===== config.mk =====
export PLATFORM = sky130hd
export DESIGN_NAME = ir_adaptive_pulse_decoder_flat
export DESIGN_NICKNAME = d
export VERILOG_FILES = /design/src/design/ird_pkg.sv /design/src/design/ird_if.sv /design/src/design/ird_ctrl.sv /design/src/design/ird_dp.sv /design/src/design/ir_adaptive_pulse_decoder.sv /design/src/flat_wrapper.sv
export VERILOG_INCLUDE_DIRS = /design/src /design/src/design
export SDC_FILE = /design/constraint.sdc
export NUM_CORES = 2
export LEC_CHECK = 0
export ABC_AREA = 1
export ABC_CLOCK_PERIOD_IN_PS = 8500
export BUFFER_PORTS_ARGS = -buffer_cell sky130_fd_sc_hd__buf_2
export CORE_UTILIZATION = 36
export CTS_BUF_LIST = sky130_fd_sc_hd__clkbuf_8
export DETAILED_ROUTE_END_ITERATION = 10
export HOLD_SLACK_MARGIN = 0.08
export PLACE_DENSITY = 0.62
export SETUP_SLACK_MARGIN = 0.1
export SYNTH_ARGS = -nofsm -noshare
export SYNTH_HDL_FRONTEND = slang
export SYNTH_SLANG_ARGS = --single-unit

===== constraint.sdc =====
create_clock -name clk -period 8.5 [get_ports clk]
set_clock_uncertainty 0.1 [all_clocks]
set_input_delay 0.425 -clock clk [delete_from_list [all_inputs] [get_ports clk]]
set_output_delay 0.425 -clock clk [all_outputs]
set_load 0.01 [all_outputs]

===== src/design/assert_macros.svh =====
`ifndef ASSERT_MACROS_SVH
`define ASSERT_MACROS_SVH

// same-cycle implication, clocked on clk, off while rst_n is low
`define ASSERT_IMPLIES(label, ante, cons) \
  label: assert property (@(posedge clk) disable iff (!rst_n) (ante) |-> (cons)) \
    else $error("assertion failed: same-cycle implication");

// next-cycle implication, clocked on clk, off while rst_n is low
`define ASSERT_NEXT(label, ante, cons) \
  label: assert property (@(posedge clk) disable iff (!rst_n) (ante) |=> (cons)) \
    else $error("assertion failed: next-cycle implication");

`endif


===== src/design/ird_pkg.sv =====
package ird_pkg;

  localparam int STAMP_W        = 16;
  localparam int EDGE_COUNT_DEF = 31;
  localparam int CAT_IDX_W      = 5;

  // x / 3 == (x * 0xAAAB) >> 17 for x below 2^17
  localparam logic [15:0] DIV3_RECIP = 16'hAAAB;
  localparam int          DIV3_SHIFT = 17;
  localparam int          MARGIN_IN_W = STAMP_W - 2;
  localparam int          PROD_W      = MARGIN_IN_W + 16;

  localparam logic [STAMP_W-1:0] STAMP_MAX = '1;

  typedef logic [STAMP_W-1:0] stamp_t;

  typedef enum logic [2:0] {
    ST_COLLECT,
    ST_SPAN,
    ST_DIV,
    ST_WIDEN,
    ST_WALK,
    ST_DRAIN,
    ST_DONE
  } ctrl_state_t;

  typedef enum logic [1:0] {
    RK_NONE,
    RK_PULSE,
    RK_GAP,
    RK_FINAL
  } rd_kind_t;

  typedef enum logic [2:0] {
    CAT_NONE,
    CAT_ONE,
    CAT_ZERO,
    CAT_SMALL,
    CAT_LARGE
  } win_cat_t;

  typedef struct packed {
    logic     take_first;
    logic     take_edge;
    logic     div;
    logic     widen;
    logic     rd_en;
    rd_kind_t rd_kind;
    logic     load_out;
  } dp_cmd_t;

  typedef struct packed {
    logic out_free;
  } dp_sts_t;

  // which timing window a training interval feeds
  function automatic win_cat_t cat_of(input logic [CAT_IDX_W-1:0] idx);
    win_cat_t c;
    unique case (idx) inside
      5'd1, 5'd3, 5'd7, 5'd9: c = CAT_ONE;
      5'd5, 5'd11:            c = CAT_ZERO;
      5'd2, 5'd4, 5'd8, 5'd10: c = CAT_SMALL;
      5'd6, 5'd12:            c = CAT_LARGE;
      default:                c = CAT_NONE;
    endcase
    return c;
  endfunction

  function automatic logic in_win(input stamp_t v, input stamp_t lo, input stamp_t hi);
    return (lo <= v) && (v <= hi);
  endfunction

endpackage


===== src/design/ird_if.sv =====
interface ird_in_if;
  import ird_pkg::*;
  logic   valid;
  logic   ready;
  stamp_t edge_stamp;

  modport source (output valid, output edge_stamp, input ready);
  modport sink   (input valid, input edge_stamp, output ready);
endinterface

interface ird_out_if;
  import ird_pkg::*;
  logic   valid;
  logic   ready;
  stamp_t code;
  logic   frame_ok;
  stamp_t idle_timeout;

  modport source (output valid, output code, output frame_ok, output idle_timeout,
                  input ready);
  modport sink   (input valid, input code, input frame_ok, input idle_timeout,
                  output ready);
endinterface


===== src/design/ird_ctrl.sv =====
module ird_ctrl #(
  parameter int EDGE_COUNT = ird_pkg::EDGE_COUNT_DEF,
  parameter int IDX_W      = $clog2(EDGE_COUNT)
) (
  input  logic              clk,
  input  logic              rst_n,
  input  logic              in_valid,
  output logic              in_ready,
  output logic [IDX_W-1:0]  wr_idx,
  output logic [IDX_W-1:0]  rd_addr,
  output ird_pkg::dp_cmd_t  cmd,
  input  ird_pkg::dp_sts_t  sts
);
  import ird_pkg::*;

  localparam logic [IDX_W-1:0] LAST_EDGE = IDX_W'(EDGE_COUNT - 1);
  localparam logic [IDX_W-1:0] LAST_GAP  = IDX_W'(((EDGE_COUNT - 1) / 2) * 2);

  ctrl_state_t      state_r, state_nxt;
  logic [IDX_W-1:0] cnt_r, cnt_nxt;
  logic [IDX_W-1:0] addr_r, addr_nxt;
  logic             final_r, final_nxt;

  always_ff @(posedge clk) begin
    if (!rst_n) begin
      state_r <= ST_COLLECT;
      cnt_r   <= '0;
      addr_r  <= IDX_W'(1);
      final_r <= 1'b0;
    end else begin
      state_r <= state_nxt;
      cnt_r   <= cnt_nxt;
      addr_r  <= addr_nxt;
      final_r <= final_nxt;
    end
  end

  assign wr_idx  = cnt_r;
  assign rd_addr = final_r ? LAST_EDGE : addr_r;

  always_comb begin
    state_nxt = state_r;
    cnt_nxt   = cnt_r;
    addr_nxt  = addr_r;
    final_nxt = final_r;
    in_ready  = 1'b0;
    cmd       = '{default: '0, rd_kind: RK_NONE};
    unique case (state_r)
      ST_COLLECT: begin
        in_ready = 1'b1;
        if (in_valid) begin
          if (cnt_r == '0) begin
            cmd.take_first = 1'b1;
            cnt_nxt        = IDX_W'(1);
          end else begin
            cmd.take_edge = 1'b1;
            if (cnt_r == LAST_EDGE) begin
              cnt_nxt   = '0;
              state_nxt = ST_SPAN;
            end else begin
              cnt_nxt = cnt_r + IDX_W'(1);
            end
          end
        end
      end
      // last interval is written to the interval memory this cycle
      ST_SPAN: state_nxt = ST_DIV;
      ST_DIV: begin
        cmd.div   = 1'b1;
        state_nxt = ST_WIDEN;
      end
      ST_WIDEN: begin
        cmd.widen = 1'b1;
        addr_nxt  = IDX_W'(1);
        final_nxt = 1'b0;
        state_nxt = ST_WALK;
      end
      ST_WALK: begin
        cmd.rd_en = 1'b1;
        if (final_r) begin
          cmd.rd_kind = RK_FINAL;
          final_nxt   = 1'b0;
          state_nxt   = ST_DRAIN;
        end else begin
          cmd.rd_kind = addr_r[0] ? RK_PULSE : RK_GAP;
          if (addr_r == LAST_GAP) begin
            final_nxt = 1'b1;
          end else begin
            addr_nxt = addr_r + IDX_W'(1);
          end
        end
      end
      ST_DRAIN: state_nxt = ST_DONE;
      ST_DONE: begin
        if (sts.out_free) begin
          cmd.load_out = 1'b1;
          state_nxt    = ST_COLLECT;
        end
      end
      default: state_nxt = ST_COLLECT;
    endcase
  end

endmodule


===== src/design/ird_dp.sv =====
module ird_dp #(
  parameter int EDGE_COUNT = ird_pkg::EDGE_COUNT_DEF,
  parameter int IDX_W      = $clog2(EDGE_COUNT)
) (
  input  logic              clk,
  input  logic              rst_n,
  input  ird_pkg::stamp_t   edge_stamp,
  input  logic [IDX_W-1:0]  wr_idx,
  input  logic [IDX_W-1:0]  rd_addr,
  input  ird_pkg::dp_cmd_t  cmd,
  output ird_pkg::dp_sts_t  sts,
  ird_out_if.source         out_bus
);
  import ird_pkg::*;

  stamp_t           mem [EDGE_COUNT];
  stamp_t           prev_r, iv_r, rd_data_r;
  logic [IDX_W-1:0] iv_idx_r;
  logic             iv_vld_r;
  rd_kind_t         kind_r;

  stamp_t o_min_r, o_max_r, z_min_r, z_max_r;
  stamp_t s_min_r, s_max_r, l_min_r, l_max_r;
  logic [PROD_W-1:0] mult_r;
  stamp_t o_lo_r, o_hi_r, z_lo_r, z_hi_r, s_lo_r, s_hi_r, l_lo_r, l_hi_r;
  stamp_t twice_r;

  logic   one_hit_r, zero_hit_r, ok_r;
  stamp_t code_r;

  logic   out_valid_r, out_ok_r;
  stamp_t out_code_r, out_to_r;

  stamp_t    diff, iv_new, margin, o_hi_w;
  logic [STAMP_W:0] dbl;
  win_cat_t  cat;

  // wrap rule: not greater means 0xFFFF - prev + cur, one less than cur - prev
  assign diff   = edge_stamp - prev_r;
  assign iv_new = (edge_stamp > prev_r) ? diff : diff - 16'd1;
  assign cat    = cat_of(CAT_IDX_W'(iv_idx_r));

  assign margin = STAMP_W'(mult_r[PROD_W-1:DIV3_SHIFT]);
  assign o_hi_w = o_max_r + margin;
  assign dbl    = {o_hi_w, 1'b0};

  always_ff @(posedge clk) begin
    if (!rst_n) begin
      iv_vld_r <= 1'b0;
      kind_r   <= RK_NONE;
    end else begin
      iv_vld_r <= cmd.take_edge;
      kind_r   <= cmd.rd_en ? cmd.rd_kind : RK_NONE;
    end
  end

  always_ff @(posedge clk) begin
    if (cmd.take_first || cmd.take_edge) begin
      prev_r <= edge_stamp;
    end
    if (cmd.take_edge) begin
      iv_r     <= iv_new;
      iv_idx_r <= wr_idx;
    end
    if (iv_vld_r) begin
      mem[iv_idx_r] <= iv_r;
    end
    if (cmd.rd_en) begin
      rd_data_r <= mem[rd_addr];
    end
  end

  // window spans learned while the training intervals arrive
  always_ff @(posedge clk) begin
    if (cmd.take_first) begin
      o_min_r <= STAMP_MAX;  o_max_r <= '0;
      z_min_r <= STAMP_MAX;  z_max_r <= '0;
      s_min_r <= STAMP_MAX;  s_max_r <= '0;
      l_min_r <= STAMP_MAX;  l_max_r <= '0;
    end else if (iv_vld_r) begin
      case (cat)
        CAT_ONE: begin
          if (iv_r < o_min_r) o_min_r <= iv_r;
          if (iv_r > o_max_r) o_max_r <= iv_r;
        end
        CAT_ZERO: begin
          if (iv_r < z_min_r) z_min_r <= iv_r;
          if (iv_r > z_max_r) z_max_r <= iv_r;
        end
        CAT_SMALL: begin
          if (iv_r < s_min_r) s_min_r <= iv_r;
          if (iv_r > s_max_r) s_max_r <= iv_r;
        end
        CAT_LARGE: begin
          if (iv_r < l_min_r) l_min_r <= iv_r;
          if (iv_r > l_max_r) l_max_r <= iv_r;
        end
        default: ;
      endcase
    end
  end

  // margin = one max / 12 = (one max / 4) / 3
  always_ff @(posedge clk) begin
    if (cmd.div) begin
      mult_r <= PROD_W'(o_max_r[STAMP_W-1:2]) * PROD_W'(DIV3_RECIP);
    end
    if (cmd.widen) begin
      o_lo_r  <= o_min_r - margin;  o_hi_r <= o_hi_w;
      z_lo_r  <= z_min_r - margin;  z_hi_r <= z_max_r + margin;
      s_lo_r  <= s_min_r - margin;  s_hi_r <= s_max_r + margin;
      l_lo_r  <= l_min_r - margin;  l_hi_r <= l_max_r + margin;
      twice_r <= dbl[STAMP_W] ? STAMP_MAX : dbl[STAMP_W-1:0];
    end
  end

  // classification walk, one stored interval per cycle
  always_ff @(posedge clk) begin
    if (cmd.widen) begin
      code_r <= '0;
      ok_r   <= 1'b1;
    end else begin
      case (kind_r)
        RK_PULSE: begin
          one_hit_r  <= in_win(rd_data_r, o_lo_r, o_hi_r);
          zero_hit_r <= in_win(rd_data_r, z_lo_r, z_hi_r);
        end
        RK_GAP: begin
          if (one_hit_r && in_win(rd_data_r, s_lo_r, s_hi_r)) begin
            code_r <= {code_r[STAMP_W-2:0], 1'b1};
          end else if (zero_hit_r && in_win(rd_data_r, l_lo_r, l_hi_r)) begin
            code_r <= {code_r[STAMP_W-2:0], 1'b0};
          end else begin
            ok_r <= 1'b0;
          end
        end
        RK_FINAL: begin
          if (in_win(rd_data_r, o_lo_r, o_hi_r)) begin
            code_r <= {code_r[STAMP_W-2:0], 1'b1};
          end else if (in_win(rd_data_r, z_lo_r, z_hi_r)) begin
            code_r <= {code_r[STAMP_W-2:0], 1'b0};
          end else begin
            ok_r <= 1'b0;
          end
        end
        default: ;
      endcase
    end
  end

  // result register, holds until the beat is taken
  always_ff @(posedge clk) begin
    if (!rst_n) begin
      out_valid_r <= 1'b0;
    end else if (cmd.load_out) begin
      out_valid_r <= 1'b1;
    end else if (out_bus.ready) begin
      out_valid_r <= 1'b0;
    end
  end

  always_ff @(posedge clk) begin
    if (cmd.load_out) begin
      out_code_r <= ok_r ? code_r : '0;
      out_ok_r   <= ok_r;
      out_to_r   <= twice_r;
    end
  end

  assign sts.out_free         = !out_valid_r || out_bus.ready;
  assign out_bus.valid        = out_valid_r;
  assign out_bus.code         = out_code_r;
  assign out_bus.frame_ok     = out_ok_r;
  assign out_bus.idle_timeout = out_to_r;

endmodule


===== src/design/ir_adaptive_pulse_decoder.sv =====
// Adaptive IR pulse-distance decoder. Each frame is EDGE_COUNT edge stamps on in_bus; every
// stamp of a frame is taken as soon as it is valid; the first only starts the interval chain. The
// timing windows are learned from intervals 1 to 12 as they arrive. After the last edge of a
// frame the input stalls while the stored intervals are walked through the single read port
// of the interval memory, one per cycle, and while the previous result waits to be taken.
// One result per frame then appears on out_bus with code (0 for a bad frame), frame_ok and
// idle_timeout, held until taken while the next frame's edges are accepted.
`include "assert_macros.svh"

module ir_adaptive_pulse_decoder #(
  parameter int EDGE_COUNT = ird_pkg::EDGE_COUNT_DEF
) (
  input logic         clk,
  input logic         rst_n,
  ird_in_if.sink      in_bus,
  ird_out_if.source   out_bus
);
  import ird_pkg::*;

  localparam int IDX_W = $clog2(EDGE_COUNT);

  dp_cmd_t          cmd;
  dp_sts_t          sts;
  logic [IDX_W-1:0] wr_idx, rd_addr;
  logic             in_ready;

  assign in_bus.ready = in_ready;

  ird_ctrl #(
    .EDGE_COUNT (EDGE_COUNT),
    .IDX_W      (IDX_W)
  ) u_ctrl (
    .clk      (clk),
    .rst_n    (rst_n),
    .in_valid (in_bus.valid),
    .in_ready (in_ready),
    .wr_idx   (wr_idx),
    .rd_addr  (rd_addr),
    .cmd      (cmd),
    .sts      (sts)
  );

  ird_dp #(
    .EDGE_COUNT (EDGE_COUNT),
    .IDX_W      (IDX_W)
  ) u_dp (
    .clk        (clk),
    .rst_n      (rst_n),
    .edge_stamp (in_bus.edge_stamp),
    .wr_idx     (wr_idx),
    .rd_addr    (rd_addr),
    .cmd        (cmd),
    .sts        (sts),
    .out_bus    (out_bus)
  );

  `ASSERT_IMPLIES(a_no_take_during_walk, cmd.rd_en, !in_bus.ready)
  `ASSERT_IMPLIES(a_load_into_free_slot, cmd.load_out, sts.out_free)
  `ASSERT_NEXT(a_load_shows_result, cmd.load_out, out_bus.valid)
  `ASSERT_IMPLIES(a_bad_frame_zero_code, out_bus.valid && !out_bus.frame_ok, out_bus.code == 16'd0)

endmodule


===== src/flat_wrapper.sv =====
// flat-port wrapper written by rule: the top's interface ports become plain ports
module ir_adaptive_pulse_decoder_flat import ird_pkg::*;
#(
  parameter int EDGE_COUNT = ird_pkg::EDGE_COUNT_DEF
)
  (clk, rst_n, in_bus_valid, in_bus_edge_stamp, in_bus_ready, out_bus_valid, out_bus_code, out_bus_frame_ok, out_bus_idle_timeout, out_bus_ready);
  ird_in_if in_bus_i ();
  ird_out_if out_bus_i ();
  input logic clk;
  input logic rst_n;
  input wire logic [$bits(in_bus_i.valid)-1:0] in_bus_valid;
  input wire logic [$bits(in_bus_i.edge_stamp)-1:0] in_bus_edge_stamp;
  output wire logic [$bits(in_bus_i.ready)-1:0] in_bus_ready;
  output wire logic [$bits(out_bus_i.valid)-1:0] out_bus_valid;
  output wire logic [$bits(out_bus_i.code)-1:0] out_bus_code;
  output wire logic [$bits(out_bus_i.frame_ok)-1:0] out_bus_frame_ok;
  output wire logic [$bits(out_bus_i.idle_timeout)-1:0] out_bus_idle_timeout;
  input wire logic [$bits(out_bus_i.ready)-1:0] out_bus_ready;
  assign in_bus_i.valid = in_bus_valid;
  assign in_bus_i.edge_stamp = in_bus_edge_stamp;
  assign in_bus_ready = in_bus_i.ready;
  assign out_bus_valid = out_bus_i.valid;
  assign out_bus_code = out_bus_i.code;
  assign out_bus_frame_ok = out_bus_i.frame_ok;
  assign out_bus_idle_timeout = out_bus_i.idle_timeout;
  assign out_bus_i.ready = out_bus_ready;
  ir_adaptive_pulse_decoder #(.EDGE_COUNT(EDGE_COUNT)) u_core (.clk(clk), .rst_n(rst_n), .in_bus(in_bus_i), .out_bus(out_bus_i));
endmodule

==> impl_metrics.json <==
{
  "drc": 0,
  "clk_latency_ns": 0.87,
  "drv_cap": 0,
  "p_comb_share_pct": 12.8,
  "syn_to_final_growth_pct": 12.0,
  "regMostFlops": "u_core.u_dp.mem",
  "die_w_um": 370,
  "io_buffers": 54,
  "routed_wirelength_um": 135000,
  "finalHoldViolCount": 0,
  "cp.required_ns": 9.02,
  "ctsRootBufferMaster": "clkbuf_8",
  "core_um2": 134000,
  "final_max_slew_viol_count": 0,
  "vias": 35632,
  "drt_iter0_markers": 2815,
  "yosys.cell_count.top_type": "edfxtp_1",
  "largest_register_ffs": 496,
  "ys_seq_elements": 903,
  "fin_cells": 6868,
  "hold_depth": 2,
  "initial_core_util_pct": 36.4,
  "pin_count": 55,
  "relSlewSlack_pct": 19.5,
  "tightest_slew_ns": 1.21,
  "synth_edf_count": 740,
  "num_rows": 134,
  "yosys-top-cells-area": "edfxtp_1 (45%), ha_1 (12%), dfxtp_1 (6.7%)",
  "grt.total_usage_pct": 19.4,
  "cts_tree": "yes",
  "p_seq_share_pct": 48.6,
  "wl_per_cell_um": 19.6,
  "hold_start": "in_bus_edge_stamp[14]",
  "status": "completed",
  "max_freq_mhz": 186,
  "p_total_w": 0.0105,
  "worstPathMaxFanout": 7,
  "globalplace.congestion": 0.893,
  "yosys_warnings": 0,
  "fill_cells": 12982,
  "multi_input_area_um2": 20600,
  "vias_per_cell": 5.19,
  "post-route-min-period_ns": 5.39,
  "yosysTopAreaCell": "edfxtp_1",
  "fin_tns_setup_ns": 0,
  "hp-class": "in -> reg",
  "min_to": "u_core.u_dp.prev_r[14]",
  "syn_avg_cell_area_um2": 10.2,
  "final-setup-viol-count": 0,
  "grt_start_max_net_pins": 122,
  "clkSinkCount": 903,
  "cts_resized": 0,
  "clock_path_buffers": 3,
  "drtPass1Iterations": 7,
  "p_int_w": 0.00757,
  "switchingPower_w": 0.00290,
  "grt_pass1_vias": 33990,
  "dp_hpwl_um": 90300,
  "fin_crit_sh_pct": 63.4,
  "crit_path_start_kind": "register",
  "postCtsHoldBufs": 19,
  "timing.rr.start": "u_core.u_dp.o_max_r[13]",
  "end_kind": "register",
  "ir_drop_v": 0.000158,
  "timing.rr.end": "u_core.u_dp.mult_r[24]",
  "dp.cells": 6554,
  "h-tree-depth": 4,
  "synth_top_area_share_pct": 45.5,
  "drive_gt1_share_pct": 7.99,
  "seq_area_frac_synth_pct": 52.1,
  "p_per_area_nw_per_um2": 191,
  "synth_nets": 5361,
  "ys_types": 61,
  "clock_power_share_pct": 38.6,
  "ys.flop_type": "edfxtp_1",
  "ff_latch_area_um2": 25500,
  "grt_pass1_wl_um": 203000,
  "synthCells": 4804,
  "dieHeight_um": 370,
  "r2r_cells": 16,
  "crit_type": "reg -> reg",
  "grt.overflow.total": 0,
  "switching_share_pct": 27.7,
  "yosys-top-cells-count": "edfxtp_1 (740), nand2_1 (642), inv_1 (564), ha_1 (476), nor2_1 (458)",
  "cts_setup_buffers": 0,
  "detail-route-antenna-nets": 0,
  "rrSetupSlack_ns": 3.11,
  "cts_buffers": 158,
  "antenna_found_initial": 3,
  "power_leakage_nw": 23.2,
  "synth_area_um2": 48900,
  "worstPathArrival_ns": 5.91,
  "async_reset_ff_share_pct": 0,
  "rsz0062_at_grt": "no",
  "die_area_um2": 137000,
  "cts.reportedPaths.clkPinSlew_ns": 0.06,
  "final_nets": 5522
}
layout by cell type (no fill, tap or decap), drive strengths merged, types with 6 or more instances in the layout:
cell           n
a21boi        17
o211ai        93
buf          135
o21ai        386
a21o          15
fa            61
nor4           9
clkbuf       167
o22ai         67
a211oi         7
a31oi         25
inv          630
nand4         50
ha           476
nor2         463
o21bai        13
nand3        224
nand2        648
clkinvlp       6
o221ai        48
dlygate4sd3   19
clkinv        54
a21oi        329
edfxtp       740
xor2          99
bufinv        11
o21a          14
dfxtp        163
xnor2         45
nand3b         6
nor3          41
power by group through the flow:
stage                     combinational [W]  clock (W)  sequential, W
after floorplan                    0.000847          0        0.00518
after global placement              0.00130          0        0.00518
after detailed placement            0.00132          0        0.00518
after CTS                           0.00134    0.00414        0.00509
after global routing                0.00151    0.00431        0.00510
final                               0.00134    0.00404        0.00509
worst max-delay path, stage by stage (launching register included):
cell and delay (ns):
dfxtp_1 0.46, ha_1 0.25, ha_1 0.28, xor2_1 0.22
fa_1 0.69, inv_1 0.10, fa_1 0.54, inv_1 0.06
fa_1 0.47, ha_1 0.31, ha_1 0.37, nand2_1 0.13
nor4_1 0.41, nand2_1 0.09, o211ai_1 0.38, a21oi_1 0.14
xnor2_1 0.14
cell families after synthesis:
logic type | synth area share [%]
compound gates | 12.4
xor+xnor | 2.58
fa+ha+maj | 14.7
buf+inv | 5.79
flops | 52.1
simple gates | 12.4
worst max path at each step:
stage	startpoint	to	slack, ns	cells past startpoint
2_1_floorplan	u_core.u_dp.o_max_r[12]	u_core.u_dp.mult_r[24]	3.63	15
3_3_place_gp	u_core.u_dp.o_max_r[13]	u_core.u_dp.mult_r[24]	3.12	16
3_5_place_dp	u_core.u_dp.o_max_r[13]	u_core.u_dp.mult_r[24]	3.06	16
4_1_cts	u_core.u_dp.o_max_r[13]	u_core.u_dp.mult_r[24]	3.02	16
5_1_grt	u_core.u_dp.o_max_r[13]	u_core.u_dp.mult_r[24]	2.68	15
6_report	u_core.u_dp.o_max_r[13]	u_core.u_dp.mult_r[24]	3.11	16
per-stage QoR:
| stage | hold WS (ns) | utilization [%] | setup WS (ns) | area, um2 |
|---|---|---|---|---|
| global placement | 0.302 | 38.3 | 3.12 | 51400 |
| CTS | 0.0847 | 40.8 | 3.02 | 54700 |
| floorplan | 0.300 | - | 3.63 | 48900 |
| finish | 0.188 | 40.8 | 3.11 | 54800 |
| global route | 0.129 | 40.8 | 2.68 | 54800 |
| detailed placement | 0.305 | 38.3 | 3.06 | 51400 |
layer usage:
layer	track usage (%)	part of all wire, %	wire length, um	up-vias
met2	30.8	46	61600	1144
met5	0	0	0	-
li1	-	-	-	17236
met1	26.6	45	60100	17037
met4	6.89	3.0	4040	0
met3	3.52	6.6	8840	215
final cells by class:
cell class	instances	area share (%)
sequential	903	46.5
multi-input combinational	3172	37.7
clock buffer	167	4.20
tap	1768	4.04
inverter	576	3.97
timing repair buffer	154	1.95
clock inverter	125	1.58
antenna	3	0.0137
No activity file was read; power rests on OpenSTA's default activity.
